==> src/rtl/c2v_pkg.sv <==
// Shared types and constants for the streaming 3x3 valid-region correlator.
package c2v_pkg;

    // Kernel and window geometry
    localparam int MAX_KERNEL = 3;
    localparam int LINE_ROWS  = MAX_KERNEL - 1;

    // Field widths
    localparam int PIX_W      = 8;
    localparam int COEF_W     = 8;
    localparam int CNT_W      = 10;
    localparam int DIM_W      = 11;
    localparam int KDIM_W     = 2;
    localparam int CFG_IDX_W  = 3;
    localparam int CFG_DATA_W = 24;
    localparam int SUM_W      = 14;

    // Position counters wrap at this count
    localparam int CNT_LIMIT = 1024;

    // Per-tap modulo by reciprocal multiplication: q = (p * MOD_RECIP) >> MOD_SHIFT
    // is exact for every 16-bit product.
    localparam int          PROD_W    = 2 * PIX_W;
    localparam int unsigned TAP_MOD   = 1000;
    localparam int unsigned MOD_RECIP = 67109;
    localparam int          MOD_SHIFT = 26;
    localparam int          MUL_W     = 33;
    localparam int          QUO_W     = MUL_W - MOD_SHIFT;
    localparam int          REM_W     = 10;
    localparam int          COL_SUM_W = 12;

    // Output buffer
    localparam int OFIFO_DEPTH = 8;
    localparam int OFIFO_AW    = $clog2(OFIFO_DEPTH);
    localparam int CREDIT_W    = $clog2(OFIFO_DEPTH + 1);

    // Configuration register indexes
    typedef logic [CFG_IDX_W-1:0] t_cfg_idx;
    localparam t_cfg_idx CFG_COEFF_TOP    = 3'd0;
    localparam t_cfg_idx CFG_COEFF_MID    = 3'd1;
    localparam t_cfg_idx CFG_COEFF_BOTTOM = 3'd2;
    localparam t_cfg_idx CFG_KERNEL_H     = 3'd3;
    localparam t_cfg_idx CFG_KERNEL_W     = 3'd4;
    localparam t_cfg_idx CFG_IMAGE_W      = 3'd5;
    localparam t_cfg_idx CFG_IMAGE_H      = 3'd6;

    typedef logic [PIX_W-1:0] t_pix;

    // One window column, element 0 is the oldest row
    typedef logic [MAX_KERNEL-1:0][PIX_W-1:0]  t_column;
    typedef logic [MAX_KERNEL-1:0][COEF_W-1:0] t_coef_col;

    // Per-word bookkeeping that rides along the arithmetic pipeline
    typedef struct packed {
        logic             emit;
        logic [CNT_W-1:0] row;
        logic [CNT_W-1:0] col;
        logic             frame_end;
    } t_meta;

    // One result word
    typedef struct packed {
        logic [SUM_W-1:0] filtered;
        logic [CNT_W-1:0] row;
        logic [CNT_W-1:0] col;
        logic             frame_end;
    } t_result;

endpackage

==> src/rtl/c2v_out_fifo.sv <==
// Output buffer: small FIFO of result words that decouples the pipeline from the consumer.
module c2v_out_fifo (
    input  logic                i_clk,
    input  logic                i_rst_n,
    input  logic                i_push,
    input  c2v_pkg::t_result    i_data,
    input  logic                i_pop,
    output logic                o_valid,
    output c2v_pkg::t_result    o_data
);
    import c2v_pkg::*;

    t_result               r_buf [OFIFO_DEPTH];
    logic [OFIFO_AW-1:0]   r_wp;
    logic [OFIFO_AW-1:0]   r_rp;
    logic [CREDIT_W-1:0]   r_cnt;
    logic [CREDIT_W-1:0]   n_cnt;

    assign o_valid = (r_cnt != '0);
    assign o_data  = r_buf[r_rp];

    // Count words held
    always_comb begin
        n_cnt = r_cnt;
        if (i_push && !i_pop) begin
            n_cnt = r_cnt + CREDIT_W'(1);
        end else if (!i_push && i_pop) begin
            n_cnt = r_cnt - CREDIT_W'(1);
        end
    end

    always_ff @(posedge i_clk) begin
        if (!i_rst_n) begin
            r_wp  <= '0;
            r_rp  <= '0;
            r_cnt <= '0;
        end else begin
            if (i_push) begin
                r_wp <= r_wp + OFIFO_AW'(1);
            end
            if (i_pop) begin
                r_rp <= r_rp + OFIFO_AW'(1);
            end
            r_cnt <= n_cnt;
        end
    end

    // Store pushed words
    always_ff @(posedge i_clk) begin
        if (i_push) begin
            r_buf[r_wp] <= i_data;
        end
    end

endmodule

==> config.mk <==
export PLATFORM = sky130hd
export DESIGN_NAME = c2v_out_fifo
export DESIGN_NICKNAME = d
export VERILOG_FILES = /design/src/rtl/c2v_pkg.sv /design/src/rtl/c2v_out_fifo.sv
export SDC_FILE = /design/constraint.sdc
export NUM_CORES = 1
export LEC_CHECK = 0
export BUFFER_PORTS_ARGS = -buffer_cell sky130_fd_sc_hd__buf_4
export CAP_MARGIN = 0
export CORE_MARGIN = 8
export CORE_UTILIZATION = 54
export CTS_CLUSTER_DIAMETER = 80
export DETAILED_ROUTE_END_ITERATION = 7
export PLACE_DENSITY = 0.82
export SYNTH_ARGS = -nofsm -noshare
export SYNTH_HDL_FRONTEND = slang
export SYNTH_SLANG_ARGS = --single-unit
==> constraint.sdc <==
create_clock -name i_clk -period 3.59 [get_ports i_clk]
set_input_delay 0.718 -clock i_clk [delete_from_list [all_inputs] [get_ports i_clk]]
set_output_delay 0.718 -clock i_clk [all_outputs]
set_load 0.02 [all_outputs]
==> flow_summary.yaml <==
status:
  status: "completed"
yosys:
  ys_top_cells_by_area: "edfxtp_1, mux4_1, mux2_2"
  netlist_instances: 473
  syn-cell-area_mm2: 0.0114
  ys_ff_latch: 293
  synth_top_area_share_pct: 73.7
  async_reset_ff_share_pct: 0
  yosys.cell_types.count: 25
  yosysMostFrequentCell: "edfxtp_1"
  syn-num-nets: 518
  synth_warnings: 0
  synth.largest_area_cell: "edfxtp_1"
  ys_seq_area_share_pct: 76.0
  synth_edf_count: 280
  synthTopCellsByCount: "edfxtp_1, mux4_1, mux2_2"
  syn_area_per_cell_um2: 24.1
  synth-main-ff-cell: "edfxtp_1"
timing:
  period_needed_ns: 3.27
  worst_pin_slew_ns: 0.931
  fmax_mhz: 306
  finalWorstSetupSlack_ns: 0.319
  finalMaxSlewViolations: 0
  setup_violations: 0
  fin_crit_sh_pct: 91.1
  fin_skew_ns: 0.0193
  slew_headroom_pct: 37.9
  tns_ns: 0
  rsz0062_at_grt: "false"
  hold_viol_final: 0
floorplan:
  row_count: 53
  die_h_um: 161
  ios: 75
  start_util_pct: 54.6
  coreArea_mm2: 0.0209
  dieArea_mm2: 0.0260
  die_w_um: 161
cts:
  cts_buffer_depth: 3
  clk_latency_ns: 0.54
  cts_tree: "yes"
  cts_hold_buf: 0
  cts-root-buf: "clkbuf_16"
  cts.repair.resized: 0
  cts_setup_buffers: 0
  cts_sinks: 293
  clk_pin_slew_ns: 0.06
  cts_buffers: 27
  htreeDepth: 1
grt:
  grt_pass1_vias: 5356
  gr-usage-all-layers_pct: 15.9
  grt_first_pass_wirelength_um: 31600
  antenna_found_initial: 0
  grt_overflow: 0
  grt_max_degree: 71
setup_path:
  r2r-end: "r_buf[1][20]"
  start_kind: "register"
  rrSetupSlack_ns: 1.57
  end_kind: "output pin"
  crit_required_ns: 2.87
  r2r_cells: 3
  critical_path.max_fanout: 22
  criticalPathCategory: "reg2out"
  worstPathArrival_ns: 2.55
  r2r_start: "r_wp[0]"
finish:
  drive_above_1_share_pct: 29.9
  nFillCells: 1361
  n_antenna_cell: 0
  multiInputGateArea_mm2: 0.00266
  seq_area_mm2: 0.00868
  area_delta_synth_final_pct: 17.0
  nets: 615
routing:
  vias: 4963
  routed_wl_um: 20900
  drt_pre_antenna_iters: 4
  wl_per_cell_um: 24.2
  viasPerCell: 5.73
  drt_iter0_markers: 409
  ant_nets: 0
  drc: 0
flow_run:
  maxCapViolCount: 0
placed_design:
  dpl.hpwl_um: 12200
  gp_congestion: 0.727
  io_buffers: 74
  dp_slack_ns: 0.854
power_and_ir_drop:
  p_leak_nw: 4.48
  power_density_mw_per_mm2: 564
  max-vdd-ir-drop_uv: 424
  power.total_mw: 7.52
hold_path:
  holdPathEnd: "r_buf[6][8]"
  hp-start: "i_data[8]"
  min_path_type: "in2reg"
  worstHoldPathCells: 1
## layer usage
layer	vias up	global-route usage [%]	part of all wire, %
met1	2561	20.3	41
met2	132	27.6	52
li1	2246	-	-
met3	24	3.28	5.4
met4	0	4.08	1.6
met5	-	0	0
## sequential cells by signal, indices dropped and copies added, names as in the netlist, named ones only
register / flops
r_wp: 3
r_cnt: 4
r_rp: 3
r_buf: 280
## worst max-delay path: stages, from the launching register on
cell,delay [ns]
dfxtp_4,0.59
buf_4,0.36
mux4_1,0.60
mux2_2,0.29
buf_4,0.16
## logic make-up after synthesis
kind of cell | after synthesis | synth area share (%)
AO/OA/AOI/OAI | 4 | 0.208
XOR/XNOR | 6 | 0.461
adder cells (fa/ha/maj) | 6 | 0.724
buffers and inverters | 24 | 1.32
flip-flops | 293 | 76.0
multiplexers | 109 | 19.9
AND/OR/NAND/NOR | 31 | 1.39
## cells in the final DEF (no fill, tap or decap), types with 2 or more instances in the layout
| cell type | count |
|---|---|
| inv_1 | 2 |
| mux2i_1 | 4 |
| mux4_1 | 70 |
| nand2_1 | 6 |
| clkinv_1 | 5 |
| xor2_1 | 2 |
| mux2_2 | 35 |
| dfxtp_4 | 2 |
| buf_4 | 85 |
| buf_12 | 5 |
| ha_1 | 5 |
| xnor2_1 | 4 |
| nor3_4 | 2 |
| clkbuf_16 | 27 |
| clkinv_2 | 6 |
| clkbuf_1 | 4 |
| nor2_4 | 6 |
| nor2b_1 | 3 |
| dfxtp_1 | 10 |
| nand2b_1 | 4 |
| edfxtp_1 | 280 |
| and2_1 | 7 |
| bufinv_16 | 5 |
## how the worst max path moves through the flow
| stage | cells past startpoint | start | slack [ns] | end |
|---|---|---|---|---|
| floorplan | 2 | i_push | 0.84 | r_buf[1][0] |
| global placement | 4 | register | 0.90 | o_data[4] |
| detailed placement | 4 | register | 0.85 | o_data[4] |
| CTS | 4 | register | 0.27 | o_data[31] |
| global route | 4 | register | 0.23 | o_data[31] |
| finish | 4 | register | 0.32 | o_data[31] |
## power by group
| part | switching [mW] | total, mW | internal [mW] |
|---|---|---|---|
| combinational | 0.337 | 0.688 | 0.350 |
| clock | 1.18 | 2.92 | 1.74 |
| sequential | 0.0723 | 3.92 | 3.84 |
## cell type report
class / count / share of cell area, %
well taps: 275 / 2.58
repair buffers: 90 / 5.53
clock buffers: 31 / 5.18
inverters: 2 / 0.0563
multi-input cells: 156 / 19.9
clock inverters: 19 / 1.71
flip-flops and latches: 293 / 65.0
## metrics by stage
stage / instance area (um2) / hold WS (ns) / std cells / utilization, %
floorplan: 11400 / 0.440 / 473 / -
global placement: 12400 / 0.450 / 816 / 59.5
detailed placement: 12400 / 0.482 / 816 / 59.5
CTS: 13300 / 0.395 / 866 / 63.9
global route: 13300 / 0.396 / 866 / 63.9
finish: 13300 / 0.414 / 866 / 63.9
Power figures use the tool's default switching activity.
