<file path="config.mk">
export PLATFORM = sky130hd
export DESIGN_NAME = c2v_cell
export DESIGN_NICKNAME = d
export VERILOG_FILES = /design/src/rtl/c2v_pkg.sv /design/src/rtl/c2v_cell.sv
export SDC_FILE = /design/constraint.sdc
export NUM_CORES = 1
export LEC_CHECK = 0
export BUFFER_PORTS_ARGS = -buffer_cell sky130_fd_sc_hd__buf_2
export CAP_MARGIN = 25
export CORE_ASPECT_RATIO = 0.7
export CORE_MARGIN = 4
export CORE_UTILIZATION = 60
export DETAILED_ROUTE_END_ITERATION = 16
export PLACE_DENSITY = 0.78
export REMOVE_ABC_BUFFERS = 1
export SYNTH_ARGS = -nofsm -noshare
export SYNTH_HDL_FRONTEND = slang
export SYNTH_SLANG_ARGS = --single-unit
export TNS_END_PERCENT = 50
</file>
<file path="constraint.sdc">
create_clock -name i_clk -period 8.1 [get_ports i_clk]
set_clock_uncertainty 0.1 [all_clocks]
set_input_delay 1.62 -clock i_clk [delete_from_list [all_inputs] [get_ports i_clk]]
set_output_delay 1.62 -clock i_clk [all_outputs]
set_load 0.01 [all_outputs]
</file>
<file path="src/rtl/c2v_pkg.sv">
// Shared types and constants for the streaming 3x3 valid-region correlator.
package c2v_pkg;

    // Kernel and window geometry
    localparam int MAX_KERNEL = 3;
    localparam int LINE_ROWS  = MAX_KERNEL - 1;

    // Field widths
    localparam int PIX_W      = 8;
    localparam int COEF_W     = 8;
    localparam int CNT_W      = 10;
    localparam int DIM_W      = 11;
    localparam int KDIM_W     = 2;
    localparam int CFG_IDX_W  = 3;
    localparam int CFG_DATA_W = 24;
    localparam int SUM_W      = 14;

    // Position counters wrap at this count
    localparam int CNT_LIMIT = 1024;

    // Per-tap modulo by reciprocal multiplication: q = (p * MOD_RECIP) >> MOD_SHIFT
    // is exact for every 16-bit product.
    localparam int          PROD_W    = 2 * PIX_W;
    localparam int unsigned TAP_MOD   = 1000;
    localparam int unsigned MOD_RECIP = 67109;
    localparam int          MOD_SHIFT = 26;
    localparam int          MUL_W     = 33;
    localparam int          QUO_W     = MUL_W - MOD_SHIFT;
    localparam int          REM_W     = 10;
    localparam int          COL_SUM_W = 12;

    // Output buffer
    localparam int OFIFO_DEPTH = 8;
    localparam int OFIFO_AW    = $clog2(OFIFO_DEPTH);
    localparam int CREDIT_W    = $clog2(OFIFO_DEPTH + 1);

    // Configuration register indexes
    typedef logic [CFG_IDX_W-1:0] t_cfg_idx;
    localparam t_cfg_idx CFG_COEFF_TOP    = 3'd0;
    localparam t_cfg_idx CFG_COEFF_MID    = 3'd1;
    localparam t_cfg_idx CFG_COEFF_BOTTOM = 3'd2;
    localparam t_cfg_idx CFG_KERNEL_H     = 3'd3;
    localparam t_cfg_idx CFG_KERNEL_W     = 3'd4;
    localparam t_cfg_idx CFG_IMAGE_W      = 3'd5;
    localparam t_cfg_idx CFG_IMAGE_H      = 3'd6;

    typedef logic [PIX_W-1:0] t_pix;

    // One window column, element 0 is the oldest row
    typedef logic [MAX_KERNEL-1:0][PIX_W-1:0]  t_column;
    typedef logic [MAX_KERNEL-1:0][COEF_W-1:0] t_coef_col;

    // Per-word bookkeeping that rides along the arithmetic pipeline
    typedef struct packed {
        logic             emit;
        logic [CNT_W-1:0] row;
        logic [CNT_W-1:0] col;
        logic             frame_end;
    } t_meta;

    // One result word
    typedef struct packed {
        logic [SUM_W-1:0] filtered;
        logic [CNT_W-1:0] row;
        logic [CNT_W-1:0] col;
        logic             frame_end;
    } t_result;

endpackage

</file>
<file path="src/rtl/c2v_cell.sv">
// Window column cell: holds one column of pixels and reduces its three taps mod 1000.
module c2v_cell (
    input  logic                              i_clk,
    input  logic                              i_rst_n,
    input  logic                              i_shift,
    input  c2v_pkg::t_column                  i_col,
    input  c2v_pkg::t_coef_col                i_coef,
    output c2v_pkg::t_column                  o_col,
    output logic [c2v_pkg::COL_SUM_W-1:0]     o_sum
);
    import c2v_pkg::*;

    t_column                             r_col;
    t_column                             n_col;
    logic [MAX_KERNEL-1:0][PROD_W-1:0]   r_prod;
    logic [MAX_KERNEL-1:0][PROD_W-1:0]   r_prod_d;
    logic [MAX_KERNEL-1:0][QUO_W-1:0]    r_quo;
    logic [MAX_KERNEL-1:0][REM_W-1:0]    r_rem;
    logic [COL_SUM_W-1:0]                r_sum;
    logic [MAX_KERNEL-1:0][MUL_W-1:0]    w_mul;
    logic [MAX_KERNEL-1:0][PROD_W-1:0]   w_rem_full;
    logic [COL_SUM_W-1:0]                w_sum;

    // Take the neighbor's column when a new word enters the window
    assign n_col = i_shift ? i_col : r_col;

    always_ff @(posedge i_clk) begin
        if (!i_rst_n) begin
            r_col <= '0;
        end else begin
            r_col <= n_col;
        end
    end

    // Reciprocal estimate of the quotient and the remainder
    always_comb begin
        for (int k = 0; k < MAX_KERNEL; k++) begin
            w_mul[k]      = MUL_W'(r_prod[k]) * MUL_W'(MOD_RECIP);
            w_rem_full[k] = r_prod_d[k] - PROD_W'(r_quo[k]) * PROD_W'(TAP_MOD);
        end
    end

    // Add the reduced taps of the column
    always_comb begin
        w_sum = '0;
        for (int k = 0; k < MAX_KERNEL; k++) begin
            w_sum = w_sum + COL_SUM_W'(r_rem[k]);
        end
    end

    // Product, quotient, remainder and column sum stages
    always_ff @(posedge i_clk) begin
        for (int k = 0; k < MAX_KERNEL; k++) begin
            r_prod[k]   <= PROD_W'(r_col[k]) * PROD_W'(i_coef[k]);
            r_prod_d[k] <= r_prod[k];
            r_quo[k]    <= w_mul[k][MUL_W-1:MOD_SHIFT];
            r_rem[k]    <= w_rem_full[k][REM_W-1:0];
        end
        r_sum <= w_sum;
    end

    assign o_col = r_col;
    assign o_sum = r_sum;

endmodule

</file>
==> impl_metrics.toml, run 1 <==
[run_status]
outcome = "completed"

[cts]
cts_max_level = 4
cts_made_buffers = 17
ctsRootBufferMaster = "sky130_fd_sc_hd__clkbuf_16"
clock_tree_from_tritoncts = "built"
clock_insertion_delay_worst_skew_ns = 0.45
cts.sinks = 165
clkSlewWorstSetupHoldPaths_ns = 0.07
postCtsResizedCells = 0
postCtsSetupBuffers = 0
cts_hold_buffers = 0
cts.path.max_buffers = 2

[place]
place_ws_ns = 2.107
post-dp-hpwl_um = 36480
buffer_ports.inserted = 86
gp_congestion = 0.9052

[timing]
final-setup-viol-count = 0
slew_viol_final = 0
fmax_mhz = 181.4
rsz_0062_raised_after_global_routing = "false"
max_slew_margin = 0.5082
finalWorstSetupSlack_ns = 2.586
min_period_ns = 5.514
timing_worst_slew_pin_value_ns = 0.7376
timing.final.hold_violations = 0
final.period_utilization = 0.6807
tns_ns = 0

[final_layout]
n_antenna_cell = 0
final_nets = 3074
layout-drive-gt1-share = 0.06074
fill_cells = 2695
layout_stage_area_growth_over_the_synthesis_result_pct = 7.324

[setup_path]
timing.critical_path.arrival_ns = 5.74
crit_fanout = 8
worstRegToRegCells = 18
worstSetupEndpoint = "r_prod[30]"
launch_point_of_the_worst_path = "i_coef[15]"
path_class = "in -> reg"
rr_startpoint = "r_prod[40]"
ff2ff_setup_slack_ns = 2.87
worstSetupEndpointType = "flop"
worstPathRequired_ns = 8.33
crit-reg2reg-capture = "r_quo[19]"
crit_path_start_kind = "primary input"

[global_routing]
number_of_global_route_vias_before_repair = 16038
grt_start_max_net_pins = 25
grt_overflow = 0
antenna_found_initial = 0
grt_first_pass_wirelength_um = 76350
tot_gr_track_use = 0.2393

[detailed_routing]
wire_length_per_cell_um = 16.06
post_detailed_route_count_of_antenna_violating_nets = 0
drc = 0
routed_wirelength_um = 43530
drt_pass1_iterations = 5
vias_per_cell = 5.395
vias = 14627
first_iter_violations = 698

[synth]
syn-cell-area_mm2 = 0.02130
synth_async_sr_flop_share = 0
synth_top_family_by_area = "adder cells"
postSynthAreaPerCell_um2 = 9.983
synth_edf_count = 0
yosysUniqueCellTypes = 65
synth_ff_type = "sky130_fd_sc_hd__dfxtp_1"
yosys_register_bits = 165
cells_after_synth = 2134
synth_xor_area_frac = 0.03412
post_synth_fa_ha_maj_area_fraction = 0.5534
yosys.area_share.simple = 0.09955
yosys-mux-area-fraction = 0.01222
ys.warnings.count = 0
synth_compound_area_frac = 0.06907
seq_area_frac_synth = 0.1550

[pwr]
power_report.internal_total_w = 0.004810
switching_share = 0.4951
p_seq_frac = 0.147
pwr_density_mw_per_mm2 = 416.7
power.share.combinational = 0.768
power_frac_clock = 0.085
irDropWorstVdd_v = 0.0002925
netsw_w = 0.004717
power.leakage_nw = 12.75

[floorplanning]
fp-row-count = 57
fp.dieH_um = 165.7
die_area_mm2 = 0.03863
io_pins = 87
core_mm2 = 0.03487
die_w_um = 233.2
start_util = 0.6109

[hold_path]
worst_hold_path_type = "reg -> reg"

[job]
cap_violations = 0
==> layout make-up <==
| cell class | count | area [um^2] | share of cell area |
|---|---|---|---|
| Multi-Input combinational cell | 1534 | 16370 | 0.7159 |
| Sequential cell | 165 | 3303 | 0.1445 |
| Inverter | 422 | 1584 | 0.06928 |
| Tap cell | 472 | 590.6 | 0.02583 |
| Timing Repair Buffer | 86 | 430.4 | 0.01882 |
| Clock buffer | 18 | 429.2 | 0.01877 |
| Clock inverter | 14 | 158.9 | 0.006950 |
==> cells by family after synthesis <==
family / count (synthesis)
AOI/OAI and AO/OA: 220
xor gates and xnor gates: 83
buffers and inverters: 435
muxes: 26
adders and majority gates: 797
DFF: 165
and+or+nand+nor: 408
==> metrics by stage <==
stage	hold WS [ns]	util	cell area (um^2)	instances	total power, W
global route	0.2364	0.6556	22860	2711	0.01084
global placement	0.2124	0.6388	22280	2679	0.008144
floorplan	0.2096	-	21260	2121	0.006808
CTS	0.2300	0.6556	22860	2711	0.009538
finish	0.2306	0.6556	22860	2711	0.009527
detailed placement	0.2135	0.6388	22280	2679	0.008595
==> placed cells by master (no fill, tap or decap), types with 6 or more instances in the layout <==
| master | n |
|---|---|
| sky130_fd_sc_hd__nor3_1 | 16 |
| sky130_fd_sc_hd__nand2_1 | 127 |
| sky130_fd_sc_hd__ha_1 | 555 |
| sky130_fd_sc_hd__fa_1 | 242 |
| sky130_fd_sc_hd__o211ai_1 | 11 |
| sky130_fd_sc_hd__a21o_1 | 24 |
| sky130_fd_sc_hd__nor2b_1 | 47 |
| sky130_fd_sc_hd__o21bai_1 | 7 |
| sky130_fd_sc_hd__a21oi_1 | 67 |
| sky130_fd_sc_hd__nor2_1 | 51 |
| sky130_fd_sc_hd__o21a_1 | 14 |
| sky130_fd_sc_hd__buf_2 | 86 |
| sky130_fd_sc_hd__a211oi_1 | 7 |
| sky130_fd_sc_hd__inv_1 | 422 |
| sky130_fd_sc_hd__o21ai_0 | 39 |
| sky130_fd_sc_hd__xnor2_1 | 62 |
| sky130_fd_sc_hd__nand4_1 | 10 |
| sky130_fd_sc_hd__xor2_1 | 21 |
| sky130_fd_sc_hd__clkbuf_16 | 17 |
| sky130_fd_sc_hd__mux2i_1 | 26 |
| sky130_fd_sc_hd__inv_6 | 6 |
| sky130_fd_sc_hd__a31oi_1 | 7 |
| sky130_fd_sc_hd__dfxtp_1 | 165 |
| sky130_fd_sc_hd__and2_1 | 103 |
| sky130_fd_sc_hd__nor4_1 | 6 |
| sky130_fd_sc_hd__or3_1 | 7 |
| sky130_fd_sc_hd__nand3_1 | 14 |
| sky130_fd_sc_hd__nand2b_1 | 8 |
==> sequential cells by signal (all words and copies together) (netlist names) <==
name and count:
o_sum 12, o_col 24, r_prod 48, r_rem 30
r_prod_d 30, r_quo 21
==> worst max-delay path, cell delays in order <==
cell                       delay [ns]
sky130_fd_sc_hd__buf_2           0.15
sky130_fd_sc_hd__nand2_1         0.09
sky130_fd_sc_hd__fa_1            0.52
sky130_fd_sc_hd__fa_1            0.54
sky130_fd_sc_hd__inv_1           0.06
sky130_fd_sc_hd__fa_1            0.54
sky130_fd_sc_hd__inv_1           0.06
sky130_fd_sc_hd__fa_1            0.52
sky130_fd_sc_hd__inv_1           0.05
sky130_fd_sc_hd__ha_1            0.24
sky130_fd_sc_hd__nor3_1          0.24
sky130_fd_sc_hd__o211ai_1        0.12
sky130_fd_sc_hd__a31oi_1         0.26
sky130_fd_sc_hd__nor2b_1         0.08
sky130_fd_sc_hd__o21a_1          0.19
sky130_fd_sc_hd__o41a_1          0.32
sky130_fd_sc_hd__xnor2_1         0.14
==> power groups by stage <==
stage	registers [W]	clock network, W	logic [W]
2_1_floorplan	0.00128	0	0.00553
3_3_place_gp	0.00141	0	0.00674
3_5_place_dp	0.00141	0	0.00718
4_1_cts	0.00140	0.000828	0.00731
5_1_grt	0.00143	0.000869	0.00854
6_report	0.00140	0.000811	0.00732
==> synthesized netlist by cell type (4+ instances only) <==
| library cell | count | area, um^2 |
|---|---|---|
| sky130_fd_sc_hd__nor2_1 | 51 | 191.4 |
| sky130_fd_sc_hd__a21oi_1 | 67 | 335.3 |
| sky130_fd_sc_hd__clkbuf_1 | 13 | 48.80 |
| sky130_fd_sc_hd__o31a_1 | 4 | 35.03 |
| sky130_fd_sc_hd__fa_1 | 242 | 4845 |
| sky130_fd_sc_hd__or3_1 | 7 | 43.79 |
| sky130_fd_sc_hd__a211oi_1 | 7 | 52.55 |
| sky130_fd_sc_hd__o21bai_1 | 7 | 52.55 |
| sky130_fd_sc_hd__nor3_1 | 16 | 80.08 |
| sky130_fd_sc_hd__and4_1 | 4 | 35.03 |
| sky130_fd_sc_hd__ha_1 | 555 | 6944 |
| sky130_fd_sc_hd__a31oi_1 | 7 | 43.79 |
| sky130_fd_sc_hd__nor4_1 | 6 | 37.54 |
| sky130_fd_sc_hd__nand2_1 | 127 | 476.7 |
| sky130_fd_sc_hd__o21ai_0 | 39 | 195.2 |
| sky130_fd_sc_hd__xor2_1 | 21 | 183.9 |
| sky130_fd_sc_hd__nor2b_1 | 47 | 294.0 |
| sky130_fd_sc_hd__mux2i_1 | 26 | 260.3 |
| sky130_fd_sc_hd__inv_1 | 422 | 1584 |
| sky130_fd_sc_hd__and2_1 | 103 | 644.4 |
| sky130_fd_sc_hd__o31ai_1 | 4 | 30.03 |
| sky130_fd_sc_hd__nand2b_1 | 8 | 50.05 |
| sky130_fd_sc_hd__nand3_1 | 14 | 70.07 |
| sky130_fd_sc_hd__o21a_1 | 14 | 105.1 |
| sky130_fd_sc_hd__dfxtp_1 | 165 | 3303 |
| sky130_fd_sc_hd__a21o_1 | 24 | 180.2 |
| sky130_fd_sc_hd__xnor2_1 | 62 | 543.0 |
| sky130_fd_sc_hd__nand4_1 | 10 | 62.56 |
| sky130_fd_sc_hd__o211ai_1 | 11 | 82.58 |
==> worst min-delay path by stage <==
stage / startpoint / endpoint / slack, ns / depth (start not counted)
floorplan: r_prod_d[0] / r_rem[0] / 0.21 / 0
global placement: r_prod_d[0] / r_rem[0] / 0.21 / 0
detailed placement: r_prod_d[33] / r_rem[21] / 0.21 / 0
CTS: r_prod_d[32] / r_rem[20] / 0.23 / 0
global route: r_prod_d[2] / r_rem[2] / 0.24 / 0
finish: r_prod_d[32] / r_rem[20] / 0.23 / 0
==> layer usage <==
metal	vias up	track usage	wire (um)
li1	7166	-	-
met2	319	0.3825	19810
met5	-	0	0
met3	62	0.03623	1872
met1	7080	0.3437	21170
met4	0	0.05765	684
No activity file was read; power rests on OpenSTA's default activity.
==> run 2, diff against run 1 <==
--- a/config.mk
+++ b/config.mk
@@ -5,13 +5,14 @@
 export SDC_FILE = /design/constraint.sdc
 export NUM_CORES = 1
 export LEC_CHECK = 0
+export ABC_AREA = 1
 export BUFFER_PORTS_ARGS = -buffer_cell sky130_fd_sc_hd__buf_2
 export CAP_MARGIN = 25
 export CORE_ASPECT_RATIO = 0.7
 export CORE_MARGIN = 4
-export CORE_UTILIZATION = 60
+export CORE_UTILIZATION = 59
 export DETAILED_ROUTE_END_ITERATION = 16
-export PLACE_DENSITY = 0.78
+export PLACE_DENSITY = 0.8
 export REMOVE_ABC_BUFFERS = 1
 export SYNTH_ARGS = -nofsm -noshare
 export SYNTH_HDL_FRONTEND = slang
==> constraint.sdc (replaced) <==
create_clock -name i_clk -period 4.9 [get_ports i_clk]
set_clock_uncertainty 0.1 [all_clocks]
set_input_delay 0.98 -clock i_clk [delete_from_list [all_inputs] [get_ports i_clk]]
set_output_delay 0.98 -clock i_clk [all_outputs]
set_load 0.01 [all_outputs]
==> run 2 against run 1 <==
Critical path depth decreased by 2. Hold slack worse by 0.0047 ns. Die area grew 13%. Final area grew 10%. First-iteration DRC count is 53% higher. Global-route usage up 1.2 points. Via count rose by 28%. Critical path type is now reg -> reg. Critical endpoint is now r_quo[12].
==> impl_metrics.toml, run 2 <==
[run_status]
outcome = "completed"

[final_layout]
max_reg_flops = 48
finish.utilization = 0.6360
layout_stage_area_growth_over_the_synthesis_result_pct = 6.482
commonest_non_fill_non_tap_cells_in_the_layout = "sky130_fd_sc_hd__inv_1 (725), sky130_fd_sc_hd__nand2_1 (722), sky130_fd_sc_hd__ha_1 (555)"
final_common_cell = "sky130_fd_sc_hd__inv_1"
final_nets = 3945
max_flop_register = "r_prod"
layout-drive-gt1-share = 0.04630
n_antenna_cell = 0
reg_top3 = "r_prod: 48 flops, r_prod_d: 30 flops, r_rem: 30 flops"

[cts]
cts.path.max_buffers = 2
cts_hold_buffers = 0
clock_tree_from_tritoncts = "built"
postCtsSetupBuffers = 0
cts_max_level = 4
cts_made_buffers = 17
clkSlewWorstSetupHoldPaths_ns = 0.07
cts.sinks = 165
ctsRootBufferMaster = "sky130_fd_sc_hd__clkbuf_16"
clock_insertion_delay_worst_skew_ns = 0.45
postCtsResizedCells = 0

[timing]
timing_worst_slew_pin_value_ns = 0.8257
min_period_ns = 4.501
max_slew_margin = 0.4489
fmax_mhz = 222.2
rsz_0062_raised_after_global_routing = "false"
slew_viol_final = 0
final.period_utilization = 0.9185
timing.final.hold_violations = 0
finalWorstSetupSlack_ns = 0.3992
final-setup-viol-count = 0
hold-worst-slack_ns = 0.2259
tns_ns = 0

[setup_path]
rr_startpoint = "r_prod[17]"
timing.critical_path.arrival_ns = 4.75
crit_buf_inv = 0
cpLargestDelayFamily = "adder cells"
worst_path_largest_cell_delay_ns = 0.60
launch_point_of_the_worst_path = "r_prod[17]"
timing.critical_path.slowest_stage_cell = "sky130_fd_sc_hd__dfxtp_1"
worstSetupEndpointType = "flop"
crit_path_start_kind = "flop"
path_class = "reg -> reg"
sequence_of_cells_on_the_critical_path = "ha_1 -> ha_1 -> fa_1 -> fa_1 -> fa_1 -> fa_1 -> ha_1 -> nand2_1 -> nor2_1 -> and2_1 -> nand2_1 -> nand3_1 -> nand2_1 -> nand3_1 -> nand2_1"
crit_fanout = 6
worstPathRequired_ns = 5.15

[detailed_routing]
top_layer_used = "met4"
vias_per_cell = 5.119
post_detailed_route_count_of_antenna_violating_nets = 0
drc = 0
wirelength_met1_um = 25340
vias = 18657
detailroute.wirelength.met2_um = 23200
drt_pass1_iterations = 6
first_iter_violations = 1071
wire_length_per_cell_um = 14.43
routed_wirelength_um = 52580
met3_length_um = 3114

[synth]
seq_area_frac_synth = 0.1393
post-synth-top-area-cell = "sky130_fd_sc_hd__ha_1"
syn-cell-area_mm2 = 0.02371
ys.warnings.count = 0
yosysUniqueCellTypes = 31
post_synth_most_frequent_cells = "sky130_fd_sc_hd__inv_1 (725), sky130_fd_sc_hd__nand2_1 (722), sky130_fd_sc_hd__ha_1 (555)"
synth_top_area_share = 0.2929
yosys_register_bits = 165
netlist_top_cells_area = "sky130_fd_sc_hd__ha_1 (29%), sky130_fd_sc_hd__fa_1 (20%), sky130_fd_sc_hd__dfxtp_1 (14%), sky130_fd_sc_hd__inv_1 (11%), sky130_fd_sc_hd__nand2_1 (11%)"
synth_async_sr_flop_share = 0
synth_ff_type = "sky130_fd_sc_hd__dfxtp_1"
cells_after_synth = 3036
synth_edf_count = 0
postSynthAreaPerCell_um2 = 7.808
synthMostInstantiatedCell = "sky130_fd_sc_hd__inv_1"

[global_routing]
grt_start_max_net_pins = 26
grt_first_pass_wirelength_um = 89090
tot_gr_track_use = 0.2510
number_of_global_route_vias_before_repair = 18906
antenna_found_initial = 0
grt_overflow = 0

[floorplanning]
io_pins = 87
start_util = 0.5973
die_w_um = 247.6
fp.dieH_um = 175.7
die_area_mm2 = 0.04350
core_mm2 = 0.03969
fp-row-count = 61

[place]
buffer_ports.inserted = 86
gp_congestion = 0.9633
post-dp-hpwl_um = 44830
place_ws_ns = 0.08133

[hold_path]
worst_hold_path_type = "reg -> reg"
hold_path.startpoint = "r_prod_d[1]"

[job]
cap_violations = 0
==> run 2: final timing paths <==
kind / endpoint / slack (ns) / depth (start not counted)
worst max register to register: r_quo[12] / 0.40 / 15
worst min register to register: r_rem[1] / 0.23 / 0
worst min-delay path: r_rem[1] / 0.23 / 0
worst max-delay path: r_quo[12] / 0.40 / 15
==> run 2: kinds of logic (layout without fill, tap and decap cells) <==
kind of cell | after synthesis | after routing | share of synthesized area
AND/OR/NAND/NOR | 1058 | 1058 | 0.1778
adder cells (fa/ha/maj) | 797 | 797 | 0.4973
flip-flops | 165 | 165 | 0.1393
XOR/XNOR | 64 | 64 | 0.02365
AO/OA/AOI/OAI | 171 | 171 | 0.03821
buffers and inverters | 781 | 855 | 0.1237
==> run 2: metal layers <==
metal  track usage  vias up
met3       0.03693       89
met2        0.4018      545
met4       0.05779        0
met1        0.3613     8649
li1              -     9374
met5             0        -
==> run 2: metrics by stage <==
step | cells | area, um^2
CTS | 3645 | 25240
detailed placement | 3613 | 24680
finish | 3645 | 25240
global placement | 3613 | 24680
global route | 3645 | 25240
floorplan | 2982 | 23500
==> run 2: layout make-up <==
type | count | area [um^2]
multi-input combinational | 2090 | 17470
timing repair buffer | 96 | 505.5
inverter | 727 | 2729
clock buffer | 21 | 470.5
fill | 3365 | 14450
clock inverter | 11 | 93.84
sequential | 165 | 3303
tap | 535 | 669.4
Power of run 2 is not shown: default switching activity piles up to over one toggle a cycle in this logic, so the estimate is an artifact.
==> run 3, diff against run 2 <==
--- a/config.mk
+++ b/config.mk
@@ -5,7 +5,6 @@
 export SDC_FILE = /design/constraint.sdc
 export NUM_CORES = 1
 export LEC_CHECK = 0
-export ABC_AREA = 1
 export BUFFER_PORTS_ARGS = -buffer_cell sky130_fd_sc_hd__buf_2
 export CAP_MARGIN = 25
 export CORE_ASPECT_RATIO = 0.7
==> run 3 against run 2 <==
Setup slack worse by 0.22 ns. Non-clock buffer count up 71. Flip-flop and latch count unchanged. Final cell count down 23%. First-iteration DRC count down 26%. Critical path type unchanged. Critical endpoint is now r_quo[19].
==> impl_metrics.toml, run 3 (synthesis gave the netlist of run 1 again) <==
[timing]
rsz_0062_raised_after_global_routing = "true"
timing_worst_slew_pin_value_ns = 0.7731
final.period_utilization = 0.9639
timing.final.hold_violations = 0
fmax_mhz = 211.7
final-setup-viol-count = 0
max_slew_margin = 0.4846
min_period_ns = 4.723
slew_viol_final = 0
finalWorstSetupSlack_ns = 0.1769

[cts]
clock_tree_from_tritoncts = "built"
cts.sinks = 165
cts.path.max_buffers = 2
cts_made_buffers = 17
postCtsSetupBuffers = 0
cts_hold_buffers = 0
clock_insertion_delay_worst_skew_ns = 0.46
ctsRootBufferMaster = "sky130_fd_sc_hd__clkbuf_16"
cts_max_level = 4
clkSlewWorstSetupHoldPaths_ns = 0.07

[setup_path]
crit_fanout = 4
crit_path_start_kind = "flop"
worstPathRequired_ns = 5.18
cpMostUsedCell = "sky130_fd_sc_hd__fa_1"
path_class = "reg -> reg"
sequence_of_cells_on_the_critical_path = "ha_1 -> fa_1 -> inv_1 -> fa_1 -> inv_1 -> fa_1 -> fa_1 -> ha_1 -> ha_1 -> o21ai_0 -> o21ai_0 -> o211ai_1 -> o211ai_1 -> a221o_1 -> a21oi_2 -> xnor2_1"
worst_path_largest_cell_delay_ns = 0.51
crit_buf_inv = 2
timing.critical_path.arrival_ns = 5.01
worstSetupEndpointType = "flop"
timing.critical_path.slowest_stage_cell = "sky130_fd_sc_hd__fa_1"
cpLargestDelayFamily = "adder cells"

[detailed_routing]
drt_pass1_iterations = 5
wire_length_per_cell_um = 16.02
post_detailed_route_count_of_antenna_violating_nets = 0
vias = 14993
vias_per_cell = 5.370
drc = 0
routed_wirelength_um = 44720
first_iter_violations = 790

[final_layout]
reg_top3 = "r_prod: 48 flops, r_prod_d: 30 flops, r_rem: 30 flops"
register_area_mm2 = 0.003308
finish.utilization = 0.6678
layoutNonFillerInstCount = 2792
commonest_non_fill_non_tap_cells_in_the_layout = "sky130_fd_sc_hd__ha_1 (555), sky130_fd_sc_hd__inv_1 (422), sky130_fd_sc_hd__fa_1 (242)"
n_antenna_cell = 0
layout_stage_area_growth_over_the_synthesis_result_pct = 10.22
layout-drive-gt1-share = 0.09655
fill_cells = 2639
max_reg_flops = 48
max_flop_register = "r_prod"
final_nets = 3155
total_area_of_multi_input_combinational_cells_mm2 = 0.01639
final_common_cell = "sky130_fd_sc_hd__ha_1"

[floorplanning]
fp.dieH_um = 167.0
die_area_mm2 = 0.03926
core_mm2 = 0.03516
io_pins = 87
start_util = 0.6059
fp-row-count = 57
die_w_um = 235.1

[global_routing]
tot_gr_track_use = 0.2375
grt_first_pass_wirelength_um = 77270
number_of_global_route_vias_before_repair = 16256
grt_start_max_net_pins = 25
grt_overflow = 0
antenna_found_initial = 0

[hold_path]
worst_hold_path_type = "reg -> reg"

[pwr]
pwr_density_mw_per_mm2 = 682.9
power.leakage_nw = 13.15
total_power_w = 0.01603
irDropWorstVdd_v = 0.0004680

[job]
cap_violations = 0

[run_status]
outcome = "completed"

[place]
place_ws_ns = -0.2753
buffer_ports.inserted = 86
placed_cells = 2760
gp_congestion = 0.9173
post-dp-hpwl_um = 37970
[run 3: final cells by class]
| class | instances | share of cell area |
|---|---|---|
| repair buffers | 167 | 0.04423 |
| flip-flops and latches | 165 | 0.1409 |
| well taps | 472 | 0.02515 |
| inverters | 422 | 0.06746 |
| clock buffers | 20 | 0.01902 |
| multi-input cells | 1534 | 0.6981 |
| clock inverters | 12 | 0.005169 |
[run 3: layer usage]
layer | part of all wire | global-route usage | wire (um) | vias up
met5 | 0 | 0 | 0 | -
met4 | 0.014 | 0.05467 | 616 | 0
met3 | 0.048 | 0.04133 | 2142 | 59
met2 | 0.47 | 0.3957 | 20830 | 353
met1 | 0.47 | 0.3267 | 21140 | 7234
li1 | - | - | - | 7347
[run 3: through the flow]
stage / hold slack, ns / setup TNS [ns] / area (um^2)
2_1_floorplan: 0.2096 / 0 / 21260
3_3_place_gp: 0.2128 / -0.3698 / 22880
3_5_place_dp: 0.2128 / -1.111 / 22880
4_1_cts: 0.2294 / 0 / 23450
5_1_grt: 0.2359 / -0.01974 / 23480
6_report: 0.2272 / 0 / 23480
[run 3: final timing paths]
path | from | end | slack [ns] | cells past startpoint
worst max register to register | r_prod[45] | r_quo[19] | 0.18 | 16
worst max-delay path | r_prod[45] | r_quo[19] | 0.18 | 16
worst min register to register | r_prod_d[1] | r_rem[1] | 0.23 | 0
worst min-delay path | r_prod_d[1] | r_rem[1] | 0.23 | 0
[run 3: repair_timing]
action	in CTS	in global routing
setup endpoints to repair	0	11
resized for setup	0	10
hold endpoints to repair	0	0
[run 3: where the power goes]
part | switching [W] | internal [W]
Sequential | 0.000347 | 0.00178
Combinational | 0.00696 | 0.00563
Clock | 0.000595 | 0.000722
Total | 0.00790 | 0.00813
